[src/rtl/xdm_pkg.sv]
// ----------------------------------------------------------------------------
// X-drive mixer package
// Shared widths, payload types, register codes and the unit clamp.
// ----------------------------------------------------------------------------
package xdm_pkg;

    // Fixed field widths
    localparam int CMD_W     = 16;
    localparam int OUT_W     = 16;
    localparam int VOLT_W    = 15;
    localparam int SUM_W     = CMD_W + 2;   // forward +/- yaw, signed
    localparam int MAG_W     = SUM_W - 1;   // magnitude of a mixed value
    localparam int NUM_LANES = 3;
    localparam int NUM_WHEELS = 4;

    // Lane order inside the normalizer
    localparam int LANE_LEFT   = 0;
    localparam int LANE_RIGHT  = 1;
    localparam int LANE_STRAFE = 2;

    // Wheel order inside the back end
    localparam int WHL_FL = 0;
    localparam int WHL_FR = 1;
    localparam int WHL_BR = 2;
    localparam int WHL_BL = 3;

    // Defaults for top-level parameters
    localparam int FRAC_BITS_DEF = 12;
    localparam int DIV_STEPS_DEF = 4;

    // Configuration port
    localparam int APB_ADDR_W = 3;
    localparam int APB_DATA_W = 32;
    localparam logic [VOLT_W-1:0] VOLT_RESET = VOLT_W'(12000);

    typedef enum logic [0:0] {
        REG_MAX_VOLTAGE = 1'b0
    } t_reg_idx;

    typedef struct packed {
        logic signed [CMD_W-1:0] forward_cmd;
        logic signed [CMD_W-1:0] yaw_cmd;
        logic signed [CMD_W-1:0] strafe_cmd;
    } t_cmd;

    typedef struct packed {
        logic signed [OUT_W-1:0] front_left_volts;
        logic signed [OUT_W-1:0] front_right_volts;
        logic signed [OUT_W-1:0] back_right_volts;
        logic signed [OUT_W-1:0] back_left_volts;
    } t_volts;

    // One signed value as sign and magnitude
    typedef struct packed {
        logic             neg;
        logic [MAG_W-1:0] mag;
    } t_lane;

    // Front end to divider: three magnitudes and the common divisor
    typedef struct packed {
        t_lane [NUM_LANES-1:0] lane;
        logic [MAG_W-1:0]      divisor;
    } t_norm;

    // Clamp to [-1.0, 1.0] for the given number of fraction bits
    function automatic logic signed [SUM_W-1:0] clamp_unit(
        input logic signed [SUM_W-1:0] v,
        input int unsigned             frac_bits
    );
        logic signed [SUM_W-1:0] one;
        one = SUM_W'(1) << frac_bits;
        if (v > one) begin
            return one;
        end else if (v < -one) begin
            return -one;
        end else begin
            return v;
        end
    endfunction

endpackage

[src/rtl/x_drive_motor_mixer.sv]
// ----------------------------------------------------------------------------
// X-drive motor mixer
// Mixes forward, yaw and strafe commands into four wheel voltages, with
// normalization when the mix leaves the unit range.
// ----------------------------------------------------------------------------
//  channel | direction | handshake                      | payload
//  --------+-----------+--------------------------------+--------------------
//  command | in        | i_cmd_valid / o_cmd_ready      | i_cmd   (t_cmd)
//  volts   | out       | o_volts_valid / i_volts_ready  | o_volts (t_volts)
//  config  | in        | psel, penable, pwrite, pready  | paddr, pwdata, prdata
//
//  Throughput is one command transfer per clock while the volts side does not
//  stall. The pipeline has one front end stage, NSTG = ceil((FRAC_BITS+1) /
//  DIV_STEPS) divider stages and three back end stages.
//  Reset clears every stage valid bit and loads max_voltage with 12000.
//  Each stage holds while its successor is full and stalled, so a stall on
//  the volts side backs up stage by stage and bubbles are squeezed out.
// ----------------------------------------------------------------------------
module x_drive_motor_mixer import xdm_pkg::*; #(
    parameter int FRAC_BITS = FRAC_BITS_DEF,
    parameter int DIV_STEPS = DIV_STEPS_DEF
) (
    input  logic                  i_clk,
    input  logic                  i_rst_n,
    // command channel
    input  logic                  i_cmd_valid,
    output logic                  o_cmd_ready,
    input  t_cmd                  i_cmd,
    // result channel
    output logic                  o_volts_valid,
    input  logic                  i_volts_ready,
    output t_volts                o_volts,
    // configuration port
    input  logic                  psel,
    input  logic                  penable,
    input  logic                  pwrite,
    input  logic [APB_ADDR_W-1:0] paddr,
    input  logic [APB_DATA_W-1:0] pwdata,
    output logic [APB_DATA_W-1:0] prdata,
    output logic                  pready
);

    localparam logic [MAG_W-1:0] ONE_MAG = MAG_W'(1) << FRAC_BITS;

    logic [VOLT_W-1:0]     r_max_voltage;
    t_reg_idx              w_reg_idx;
    logic                  w_cfg_wr;

    logic                  w_norm_valid;
    logic                  w_norm_ready;
    t_norm                 w_norm;
    logic                  w_quot_valid;
    logic                  w_quot_ready;
    t_lane [NUM_LANES-1:0] w_quot;

    // ------------------------------------------------------------------
    // Configuration register: word index is paddr above the byte offset
    // ------------------------------------------------------------------
    assign w_reg_idx = t_reg_idx'(paddr[APB_ADDR_W-1:2]);
    assign w_cfg_wr  = psel && penable && pwrite;
    assign pready    = 1'b1;

    always_ff @(posedge i_clk) begin
        if (!i_rst_n) begin
            r_max_voltage <= VOLT_RESET;
        end else if (w_cfg_wr) begin
            unique case (w_reg_idx)
                REG_MAX_VOLTAGE: r_max_voltage <= pwdata[VOLT_W-1:0];
                default: ;
            endcase
        end
    end

    always_comb begin
        unique case (w_reg_idx)
            REG_MAX_VOLTAGE: prdata = APB_DATA_W'(r_max_voltage);
            default:         prdata = '0;
        endcase
    end

    // ------------------------------------------------------------------
    // Datapath: front end -> divider -> back end
    // ------------------------------------------------------------------
    xdm_front #(
        .FRAC_BITS (FRAC_BITS)
    ) u_front (
        .i_clk   (i_clk),
        .i_rst_n (i_rst_n),
        .i_valid (i_cmd_valid),
        .o_ready (o_cmd_ready),
        .i_cmd   (i_cmd),
        .o_valid (w_norm_valid),
        .i_ready (w_norm_ready),
        .o_norm  (w_norm)
    );

    xdm_div #(
        .FRAC_BITS     (FRAC_BITS),
        .STEPS_PER_STG (DIV_STEPS)
    ) u_div (
        .i_clk   (i_clk),
        .i_rst_n (i_rst_n),
        .i_valid (w_norm_valid),
        .o_ready (w_norm_ready),
        .i_norm  (w_norm),
        .o_valid (w_quot_valid),
        .i_ready (w_quot_ready),
        .o_lane  (w_quot)
    );

    xdm_back #(
        .FRAC_BITS (FRAC_BITS)
    ) u_back (
        .i_clk         (i_clk),
        .i_rst_n       (i_rst_n),
        .i_max_voltage (r_max_voltage),
        .i_valid       (w_quot_valid),
        .o_ready       (w_quot_ready),
        .i_lane        (w_quot),
        .o_valid       (o_volts_valid),
        .i_ready       (i_volts_ready),
        .o_volts       (o_volts)
    );

`ifndef SYNTHESIS
    // divisor never below 1.0 and never below any lane magnitude
    a_div_bounds: assert property (@(posedge i_clk) disable iff (!i_rst_n)
        w_norm_valid |-> (w_norm.divisor >= ONE_MAG)
            && (w_norm.lane[LANE_LEFT].mag <= w_norm.divisor)
            && (w_norm.lane[LANE_RIGHT].mag <= w_norm.divisor)
            && (w_norm.lane[LANE_STRAFE].mag <= w_norm.divisor))
        else $error("normalizer divisor out of bounds");

    // normalized magnitudes stay within 1.0
    a_quot_unit: assert property (@(posedge i_clk) disable iff (!i_rst_n)
        w_quot_valid |-> (w_quot[LANE_LEFT].mag <= ONE_MAG)
            && (w_quot[LANE_RIGHT].mag <= ONE_MAG)
            && (w_quot[LANE_STRAFE].mag <= ONE_MAG))
        else $error("divider quotient above 1.0");

    // wheel voltages never exceed full scale
    a_volts_range: assert property (@(posedge i_clk) disable iff (!i_rst_n)
        o_volts_valid |->
            ($signed(o_volts.front_left_volts)  <=  $signed({1'b0, r_max_voltage}))
         && ($signed(o_volts.front_left_volts)  >= -$signed({1'b0, r_max_voltage}))
         && ($signed(o_volts.front_right_volts) <=  $signed({1'b0, r_max_voltage}))
         && ($signed(o_volts.front_right_volts) >= -$signed({1'b0, r_max_voltage}))
         && ($signed(o_volts.back_right_volts)  <=  $signed({1'b0, r_max_voltage}))
         && ($signed(o_volts.back_right_volts)  >= -$signed({1'b0, r_max_voltage}))
         && ($signed(o_volts.back_left_volts)   <=  $signed({1'b0, r_max_voltage}))
         && ($signed(o_volts.back_left_volts)   >= -$signed({1'b0, r_max_voltage})))
        else $error("wheel voltage beyond max_voltage");

    // reset loads the full-scale default
    a_cfg_reset: assert property (@(posedge i_clk)
        !i_rst_n |=> r_max_voltage == VOLT_RESET)
        else $error("max_voltage not at reset value");
`endif

endmodule

[src/rtl/xdm_front.sv]
// ----------------------------------------------------------------------------
// X-drive mixer front end
// Clamp forward and strafe, form left and right, find the largest magnitude.
// ----------------------------------------------------------------------------
module xdm_front import xdm_pkg::*; #(
    parameter int FRAC_BITS = FRAC_BITS_DEF
) (
    input  logic  i_clk,
    input  logic  i_rst_n,
    input  logic  i_valid,
    output logic  o_ready,
    input  t_cmd  i_cmd,
    output logic  o_valid,
    input  logic  i_ready,
    output t_norm o_norm
);

    localparam logic [MAG_W-1:0] ONE_MAG = MAG_W'(1) << FRAC_BITS;

    logic                    r_valid;
    t_norm                   r_norm;
    t_norm                   n_norm;
    logic signed [SUM_W-1:0] w_val [NUM_LANES];
    logic [MAG_W-1:0]        w_mag [NUM_LANES];
    logic [MAG_W-1:0]        w_max;

    always_comb begin
        logic signed [SUM_W-1:0] fwd;
        fwd                 = clamp_unit(SUM_W'(i_cmd.forward_cmd), FRAC_BITS);
        w_val[LANE_LEFT]    = fwd + SUM_W'(i_cmd.yaw_cmd);
        w_val[LANE_RIGHT]   = fwd - SUM_W'(i_cmd.yaw_cmd);
        w_val[LANE_STRAFE]  = clamp_unit(SUM_W'(i_cmd.strafe_cmd), FRAC_BITS);
        for (int l = 0; l < NUM_LANES; l++) begin
            w_mag[l] = w_val[l][SUM_W-1] ? MAG_W'(-w_val[l]) : MAG_W'(w_val[l]);
            n_norm.lane[l].neg = w_val[l][SUM_W-1];
            n_norm.lane[l].mag = w_mag[l];
        end
        w_max = w_mag[LANE_LEFT];
        if (w_mag[LANE_RIGHT] > w_max) begin
            w_max = w_mag[LANE_RIGHT];
        end
        if (w_mag[LANE_STRAFE] > w_max) begin
            w_max = w_mag[LANE_STRAFE];
        end
        // dividing by 1.0 passes the value through unchanged
        n_norm.divisor = (w_max > ONE_MAG) ? w_max : ONE_MAG;
    end

    assign o_ready = !r_valid || i_ready;

    always_ff @(posedge i_clk) begin
        if (!i_rst_n) begin
            r_valid <= 1'b0;
        end else if (o_ready) begin
            r_valid <= i_valid;
        end
    end

    always_ff @(posedge i_clk) begin
        if (o_ready) begin
            r_norm <= n_norm;
        end
    end

    assign o_valid = r_valid;
    assign o_norm  = r_norm;

endmodule

[src/rtl/xdm_div.sv]
// ----------------------------------------------------------------------------
// X-drive mixer normalizing divider
// Pipelined restoring division of three magnitudes by a shared divisor.
// ----------------------------------------------------------------------------
module xdm_div import xdm_pkg::*; #(
    parameter int FRAC_BITS     = FRAC_BITS_DEF,
    parameter int STEPS_PER_STG = DIV_STEPS_DEF
) (
    input  logic                  i_clk,
    input  logic                  i_rst_n,
    input  logic                  i_valid,
    output logic                  o_ready,
    input  t_norm                 i_norm,
    output logic                  o_valid,
    input  logic                  i_ready,
    output t_lane [NUM_LANES-1:0] o_lane
);

    localparam int NQ   = FRAC_BITS + 1;
    localparam int NSTG = (NQ + STEPS_PER_STG - 1) / STEPS_PER_STG;

    logic [NSTG-1:0]       r_valid;
    logic [NSTG-1:0]       w_rdy;
    t_lane [NUM_LANES-1:0] r_lane [NSTG];
    logic [MAG_W-1:0]      r_rem  [NSTG-1][NUM_LANES];
    logic [MAG_W-1:0]      r_div  [NSTG-1];

    for (genvar s = 0; s < NSTG; s++) begin : g_stg
        logic                  in_valid;
        t_lane [NUM_LANES-1:0] in_lane;
        logic [MAG_W-1:0]      in_rem [NUM_LANES];
        logic [MAG_W-1:0]      in_div;
        t_lane [NUM_LANES-1:0] n_lane;
        logic [MAG_W-1:0]      n_rem  [NUM_LANES];

        if (s == 0) begin : g_head
            always_comb begin
                in_valid = i_valid;
                in_div   = i_norm.divisor;
                for (int l = 0; l < NUM_LANES; l++) begin
                    in_lane[l].neg = i_norm.lane[l].neg;
                    in_lane[l].mag = '0;
                    in_rem[l]      = i_norm.lane[l].mag;
                end
            end
        end else begin : g_body
            always_comb begin
                in_valid = r_valid[s-1];
                in_div   = r_div[s-1];
                in_lane  = r_lane[s-1];
                for (int l = 0; l < NUM_LANES; l++) begin
                    in_rem[l] = r_rem[s-1][l];
                end
            end
        end

        if (s == NSTG - 1) begin : g_last_rdy
            assign w_rdy[s] = !r_valid[s] || i_ready;
        end else begin : g_mid_rdy
            assign w_rdy[s] = !r_valid[s] || w_rdy[s+1];
        end

        // Up to STEPS_PER_STG quotient bits per stage, MSB first
        always_comb begin
            logic [MAG_W:0]   cand;
            logic [MAG_W-1:0] rem;
            logic [MAG_W-1:0] quo;
            for (int l = 0; l < NUM_LANES; l++) begin
                rem = in_rem[l];
                quo = in_lane[l].mag;
                for (int j = 0; j < STEPS_PER_STG; j++) begin
                    if (s * STEPS_PER_STG + j < NQ) begin
                        // the integer bit takes the magnitude unshifted
                        if (s * STEPS_PER_STG + j == 0) begin
                            cand = {1'b0, rem};
                        end else begin
                            cand = {rem, 1'b0};
                        end
                        if (cand >= {1'b0, in_div}) begin
                            cand = cand - {1'b0, in_div};
                            quo  = {quo[MAG_W-2:0], 1'b1};
                        end else begin
                            quo  = {quo[MAG_W-2:0], 1'b0};
                        end
                        rem = cand[MAG_W-1:0];
                    end
                end
                n_lane[l].neg = in_lane[l].neg;
                n_lane[l].mag = quo;
                n_rem[l]      = rem;
            end
        end

        always_ff @(posedge i_clk) begin
            if (!i_rst_n) begin
                r_valid[s] <= 1'b0;
            end else if (w_rdy[s]) begin
                r_valid[s] <= in_valid;
            end
        end

        always_ff @(posedge i_clk) begin
            if (w_rdy[s]) begin
                r_lane[s] <= n_lane;
            end
        end

        if (s < NSTG - 1) begin : g_carry
            always_ff @(posedge i_clk) begin
                if (w_rdy[s]) begin
                    r_div[s] <= in_div;
                    for (int l = 0; l < NUM_LANES; l++) begin
                        r_rem[s][l] <= n_rem[l];
                    end
                end
            end
        end
    end

    assign o_ready = w_rdy[0];
    assign o_valid = r_valid[NSTG-1];
    assign o_lane  = r_lane[NSTG-1];

endmodule

[src/rtl/xdm_back.sv]
// ----------------------------------------------------------------------------
// X-drive mixer back end
// Form the four wheel fractions, scale by max voltage, truncate toward zero.
// ----------------------------------------------------------------------------
module xdm_back import xdm_pkg::*; #(
    parameter int FRAC_BITS = FRAC_BITS_DEF
) (
    input  logic                  i_clk,
    input  logic                  i_rst_n,
    input  logic [VOLT_W-1:0]     i_max_voltage,
    input  logic                  i_valid,
    output logic                  o_ready,
    input  t_lane [NUM_LANES-1:0] i_lane,
    output logic                  o_valid,
    input  logic                  i_ready,
    output t_volts                o_volts
);

    localparam int UNIT_W = FRAC_BITS + 2;
    localparam int PROD_W = UNIT_W + VOLT_W + 1;
    localparam logic signed [PROD_W-1:0] ROUND_ADJ = (PROD_W'(1) << FRAC_BITS) - PROD_W'(1);

    logic                     r_mix_valid;
    logic                     r_mul_valid;
    logic                     r_out_valid;
    logic                     w_mix_rdy;
    logic                     w_mul_rdy;
    logic                     w_out_rdy;
    logic signed [UNIT_W-1:0] r_unit [NUM_WHEELS];
    logic signed [UNIT_W-1:0] n_unit [NUM_WHEELS];
    logic signed [PROD_W-1:0] r_prod [NUM_WHEELS];
    logic signed [PROD_W-1:0] n_prod [NUM_WHEELS];
    logic signed [OUT_W-1:0]  r_out  [NUM_WHEELS];
    logic signed [OUT_W-1:0]  n_out  [NUM_WHEELS];
    logic signed [SUM_W-1:0]  w_val  [NUM_LANES];

    assign w_out_rdy = !r_out_valid || i_ready;
    assign w_mul_rdy = !r_mul_valid || w_out_rdy;
    assign w_mix_rdy = !r_mix_valid || w_mul_rdy;
    assign o_ready   = w_mix_rdy;

    // Sign, mix and clamp
    always_comb begin
        for (int l = 0; l < NUM_LANES; l++) begin
            w_val[l] = i_lane[l].neg ? -$signed({1'b0, i_lane[l].mag})
                                     :  $signed({1'b0, i_lane[l].mag});
        end
        n_unit[WHL_FL] = UNIT_W'(clamp_unit(w_val[LANE_LEFT]  + w_val[LANE_STRAFE], FRAC_BITS));
        n_unit[WHL_FR] = UNIT_W'(clamp_unit(w_val[LANE_RIGHT] - w_val[LANE_STRAFE], FRAC_BITS));
        n_unit[WHL_BR] = UNIT_W'(clamp_unit(w_val[LANE_RIGHT] + w_val[LANE_STRAFE], FRAC_BITS));
        n_unit[WHL_BL] = UNIT_W'(clamp_unit(w_val[LANE_LEFT]  - w_val[LANE_STRAFE], FRAC_BITS));
    end

    // Scale by full-scale voltage
    always_comb begin
        for (int w = 0; w < NUM_WHEELS; w++) begin
            n_prod[w] = PROD_W'(r_unit[w]) * $signed({1'b0, i_max_voltage});
        end
    end

    // Divide by 1.0, truncating toward zero
    always_comb begin
        logic signed [PROD_W-1:0] adj;
        for (int w = 0; w < NUM_WHEELS; w++) begin
            adj      = r_prod[w] + (r_prod[w][PROD_W-1] ? ROUND_ADJ : '0);
            n_out[w] = OUT_W'(adj >>> FRAC_BITS);
        end
    end

    always_ff @(posedge i_clk) begin
        if (!i_rst_n) begin
            r_mix_valid <= 1'b0;
            r_mul_valid <= 1'b0;
            r_out_valid <= 1'b0;
        end else begin
            if (w_mix_rdy) begin
                r_mix_valid <= i_valid;
            end
            if (w_mul_rdy) begin
                r_mul_valid <= r_mix_valid;
            end
            if (w_out_rdy) begin
                r_out_valid <= r_mul_valid;
            end
        end
    end

    always_ff @(posedge i_clk) begin
        if (w_mix_rdy) begin
            r_unit <= n_unit;
        end
        if (w_mul_rdy) begin
            r_prod <= n_prod;
        end
        if (w_out_rdy) begin
            r_out <= n_out;
        end
    end

    assign o_valid                   = r_out_valid;
    assign o_volts.front_left_volts  = r_out[WHL_FL];
    assign o_volts.front_right_volts = r_out[WHL_FR];
    assign o_volts.back_right_volts  = r_out[WHL_BR];
    assign o_volts.back_left_volts   = r_out[WHL_BL];

endmodule
[config.mk]
export PLATFORM = sky130hd
export DESIGN_NAME = x_drive_motor_mixer
export DESIGN_NICKNAME = d
export VERILOG_FILES = /design/src/rtl/xdm_pkg.sv /design/src/rtl/x_drive_motor_mixer.sv /design/src/rtl/xdm_front.sv /design/src/rtl/xdm_div.sv /design/src/rtl/xdm_back.sv
export SDC_FILE = /design/constraint.sdc
export NUM_CORES = 2
export LEC_CHECK = 0
export ABC_AREA = 1
export BUFFER_PORTS_ARGS = -buffer_cell sky130_fd_sc_hd__buf_4
export CORE_ASPECT_RATIO = 1.5
export CORE_MARGIN = 5
export CORE_UTILIZATION = 40
export CTS_CLUSTER_DIAMETER = 40
export DETAILED_ROUTE_END_ITERATION = 12
export RECOVER_POWER = 100
export SLEW_MARGIN = 20
export SYNTH_ARGS = -nofsm -noshare
export SYNTH_HDL_FRONTEND = slang
export SYNTH_SLANG_ARGS = --single-unit
[constraint.sdc]
create_clock -name i_clk -period 16.85 [get_ports i_clk]
set_input_delay 1.685 -clock i_clk [delete_from_list [all_inputs] [get_ports i_clk]]
set_output_delay 1.685 -clock i_clk [all_outputs]
set_load 0.005 [all_outputs]
# == Word-level counts from Yosys, hierarchy flattened ==
# Memory sizes are Yosys's and may differ from the RTL's.
# Cells that the tools add are included.
# totals
in_bits,90
reg_bits,334
rom_bits,0
word_cells,273
latch_bits,0
memories,3
mem_bits_rw,420
# mem_list
name,words,width,read_ports,rd_ports_with_merged_regs,write_ports,line_no,text
u_div.r_lane,4,54,4,0,4,xdm_div.sv:24,t_lane [NUM_LANES-1:0] r_lane [NSTG];
u_div.r_rem,3,51,3,0,3,xdm_div.sv:25,logic [MAG_W-1:0] r_rem [NSTG-1][NUM_LANES];
u_div.r_div,3,17,3,0,3,xdm_div.sv:26,logic [MAG_W-1:0] r_div [NSTG-1];
# op_classes
n_shift,0
n_eq_ne,0
addsub,52
reduce_logical,23
n_mux,104
bitwise_logic,1
n_div,0
n_mul,4
magnitude_cmp,54
# op_table
operator,count
two-way mux 17 bit,41
greater-or-equal comparator 18 x 17 -> 1 bit,36
subtractor 17 bit,36
two-way mux 18 bit,7
multiplier 14 x 16 -> 30 bit,4
adder 28 bit,4
greater-than comparator 18 x 14 -> 1 bit (second input constant),4
less-than comparator 18 x 13 -> 1 bit (second input constant),4
two-way mux 14 bit,4
negation 17 -> 18 bit,3
greater-or-equal comparator 17 bit,3
negation 17 bit,3
two-way mux 12 bit,4
two-way mux 1 bit,47
adder 18 bit,2
subtractor 18 bit,2
greater-than comparator 17 bit,2
greater-than comparator 16 x 14 -> 1 bit (second input constant),2
less-than comparator 16 x 13 -> 1 bit (second input constant),2
adder 18 x 16 -> 18 bit,1
subtractor 18 x 16 -> 18 bit,1
greater-than comparator 17 x 13 -> 1 bit (second input constant),1
two-way mux 15 bit,1
logical NOT 1 bit,8
5 further kinds,16

# == Depth between registers and ports, before layout ==
# depth
depth_word,11
mapped_depth,78

# == Hierarchy ==
# A second synthesis with hierarchy kept.
# hier_totals
cells_unflattened,13859
hier_area_um2,100405.0
# by_module_without_submodules
mod,cells_each,instances,area_each_um2,seq_area_each_um2
xdm_div,6986,1,47214.0,9899.5
xdm_back,5756,1,45214.6,7146.9
xdm_front,979,1,7058.0,2122.0
x_drive_motor_mixer,138,1,918.4,300.3

# == Worst setup path before layout ==
# No wires, ideal clock.
# synth_path
path_type,in2out
from,in i_volts_ready
to,out o_cmd_ready
t_arrival_ps,13789
slack_ps,1376
path_stages,14
n_path_buf,0
path_cell_list,nor2_1 inv_1 nor2_1 inv_1 nor2_1 inv_1 nor2_1 inv_1 nor2_1 inv_1 nor2_1 inv_1 nor2_1 nand2_1
# synth_via
elab_chain_cells,8
# synth_lines
element,line_no,text
start: declaration,x_drive_motor_mixer.sv:31,"input logic i_volts_ready,"
logical OR 1 bit,xdm_back.sv:37,assign w_out_rdy = !r_out_valid || i_ready;
named net u_back.w_out_rdy,xdm_back.sv:28,logic w_out_rdy;
logical OR 1 bit,xdm_back.sv:38,assign w_mul_rdy = !r_mul_valid || w_out_rdy;
named net u_back.w_mul_rdy,xdm_back.sv:27,logic w_mul_rdy;
logical OR 1 bit,xdm_back.sv:39,assign w_mix_rdy = !r_mix_valid || w_mul_rdy;
named net u_back.o_ready,xdm_back.sv:12,"output logic o_ready,"
logical OR 1 bit,xdm_div.sv:58,assign w_rdy[s] = !r_valid[s] || i_ready;
named net u_div.w_rdy[3],xdm_div.sv:23,logic [NSTG-1:0] w_rdy;
logical OR 1 bit,xdm_div.sv:60,assign w_rdy[s] = !r_valid[s] || w_rdy[s+1];
named net u_div.w_rdy[2],xdm_div.sv:23,
logical OR 1 bit,xdm_div.sv:60,
named net u_div.w_rdy[1],xdm_div.sv:23,
logical OR 1 bit,xdm_div.sv:60,
logical OR 1 bit,xdm_front.sv:49,assign o_ready = !r_valid || i_ready;
end: declaration,x_drive_motor_mixer.sv:27,"output logic o_cmd_ready,"
# The timed path passes the listed nets, and every way through them passes these cells.

==> reports/metrics.cfg <==
[sta]
fmax_mhz = 68.8
finClkSkew_ns = 0.0270
rsz0062_at_grt = false
slew_headroom_pct = -139
tightest_slew_ns = 3.59
finalSetupTns_ns = 0
final-hold-violation-count = 0
final-max-slew-violation-count = 1056
setup_viol = 0
period_share_pct = 86.2
period_needed_ns = 14.53

[yosys]
ys_seq_area_share_pct = 21.9
synthFlopType = edfxtp_1
ys_seq_elements = 656
yosysWarnings = 0
synth_cells = 11124
synthArstFlopShare_pct = 0
avgSynthCellArea_um2 = 8.00
synth_edf_count = 633
syn_area_um2 = 89000
synth_cell_types = 69

[clocking]
cts_root_buf = clkbuf_16
clkSinkCount = 656
cts_buffers = 92
cts_tree = yes
ctsHtreeMaxLevel = 3
clkTransAtPathRegs_ns = 0.06
clk_latency_ns = 0.71
clockBufferDepth = 3
cts_resized = 0
postCtsSetupRepairBufs = 0
hold_buffers = 0

[worst_setup_path]
crit_fanout = 28
cpPeakStageDelay_ns = 0.92
rr_endpoint = u_div.r_rem[1][49]
critPathCaptureType = flip-flop
path_common_cell = inv_1
crit_type = reg -> reg
worstPathArrival_ns = 15.09
reg2reg_depth = 51
worstReg2RegStart = u_div.r_div[0][0]
crit_path_start_kind = flip-flop
slowest_stage = clkbuf_1
cp.required_ns = 17.41
reg2reg_slack_ns = 2.32

[global_route]
track_usage_pct = 20.6
grt_max_degree = 71
antenna_found_initial = 2
grt_pass1_wl_um = 387000
grt-ovfl-total = 0
grt_pass1_vias = 75956

[routing]
detail-route-antenna-nets = 0
drt_iter0_drc = 3522
vias = 73082
vias_per_cell = 5.17
drc = 0
drt-total-wl_um = 243000
wl_per_cell_um = 17.2
dr.pass1.iters = 8

[outcome]
violations = capacitance limit, slew limit
status = finished, violations left

[layout]
final_nets = 13151
postLayoutCellArea_um2 = 96100
drive_above_1_share_pct = 4.33
final_cell_mix = nand2_1, inv_1, ha_1
area_growth_pct = 8.02
layout_commonest_cell = nand2_1

[place]
placed_area_um2 = 93200
place.port_buffers = 151
dpl.hpwl_um = 200000
place_congestion = 0.964

[floorplan]
rows = 212
die_area_um2 = 232000
die_h_um = 588
start_util_pct = 40.1
core-area_um2 = 222000
die_w_um = 395
pin_count = 189

[run]
drv_cap = 25

[min_path]
hold-path-endpoint = u_div.r_lane[3][28]
hp-class = reg -> reg
hold_depth = 0
hold_start = u_div.r_lane[2][27]

## layer usage
layer / vias up / wire length [um] / GRT usage [%]
li1: 36318 / - / -
met1: 34605 / 86900 / 20.4
met2: 1493 / 130000 / 40.5
met3: 666 / 8300 / 2.22
met4: 0 / 17900 / 12.8
met5: - / 0 / 0
## cells in the mapped netlist (7+ instances only)
library cell	number	area, um^2
a221oi_1	13	114
inv_1	1883	7070
nor4_1	38	238
nor3_1	49	245
nand3_2	9	90.1
o311ai_0	17	149
nand3_1	351	1760
buf_1	11	41.3
buf_4	23	173
nor2_2	10	62.6
o211ai_1	17	128
o21bai_1	93	698
a31oi_1	32	200
a21o_1	27	203
edfxtp_1	633	19000
buf_6	7	78.8
a211oi_1	18	135
nor2_1	526	1970
ha_1	1253	15700
xor2_1	544	4760
o21ai_0	711	3560
o221ai_1	13	114
and2_1	34	213
o21ai_1	26	130
dfxtp_1	23	460
nand4_1	77	482
a21oi_1	893	4470
o21a_1	22	165
clkinv_1	7	26.3
buf_2	22	110
or2_2	44	275
clkbuf_1	243	912
inv_2	15	56.3
xnor2_1	280	2450
nand2_1	2380	8930
and3_1	7	43.8
fa_1	632	12700
o31ai_1	37	278
nand2_2	30	188
a21boi_0	12	90.1
## stage by stage
stage / instances / hold WS, ns / utilization [%] / worst slack, ns
6_report: 14145 / 0.402 / 43.3 / 2.32
5_1_grt: 14145 / 0.421 / 43.3 / 1.03
4_1_cts: 14144 / 0.397 / 43.4 / 3.32
3_5_place_dp: 13971 / 0.405 / 42.0 / 3.38
3_3_place_gp: 13971 / 0.404 / 42.0 / 3.66
2_1_floorplan: 11142 / 0.400 / - / 1.38
## layout make-up
| cell class | instances | area [um^2] |
|---|---|---|
| fillers | 21973 | 126000 |
| clock buffers | 98 | 2320 |
| flip-flops and latches | 656 | 19500 |
| diodes | 1 | 2.50 |
| clock inverters | 75 | 806 |
| well taps | 2889 | 3610 |
| inverters | 1905 | 7160 |
| multi-input cells | 8272 | 61000 |
| repair buffers | 249 | 1700 |
## worst max-delay path, delay by kind of cell, from the launching register on
family                   cells  cell delay, ns
AO/OA/AOI/OAI               19            5.24
buffers and inverters       13            4.50
AND/OR/NAND/NOR             15            2.53
adder cells (fa/ha/maj)      4            1.70
flip-flops                   1            0.32
## registers in the layout, summed over array words and instances, names as in the netlist, 3 cells and up
signal,flops
u_div.r_div,51
u_back.o_volts,64
u_back.r_unit,56
u_front.o_norm,70
u_back.r_prod,116
r_max_voltage,15
u_div.r_rem,153
u_div.r_lane,123
u_div.g_stg.in_valid,3
## worst max-delay path by stage
| stage | from | to | slack [ns] |
|---|---|---|---|
| 4_1_cts | u_div.r_div[0][0] | u_div.r_rem[1][3] | 3.32 |
| 3_3_place_gp | u_div.r_div[0][0] | u_div.r_rem[1][3] | 3.66 |
| 3_5_place_dp | u_div.r_div[0][0] | u_div.r_rem[1][3] | 3.38 |
| 5_1_grt | u_div.r_div[0][0] | u_div.r_rem[1][27] | 1.03 |
| 6_report | u_div.r_div[0][0] | u_div.r_rem[1][49] | 2.32 |
| 2_1_floorplan | i_volts_ready | o_cmd_ready | 1.38 |
## cell families after synthesis
kind of cell	share of synthesized area [%]
other cells	0.00844
compound gates	12.1
simple gates	16.5
xor+xnor	8.13
fa+ha+maj	31.8
mux	0.0127
buf+inv	9.56
flops	21.9
Power is left out: the tool's default activity adds up to more than one toggle a clock period on the data nets, which glitch-free logic cannot reach.
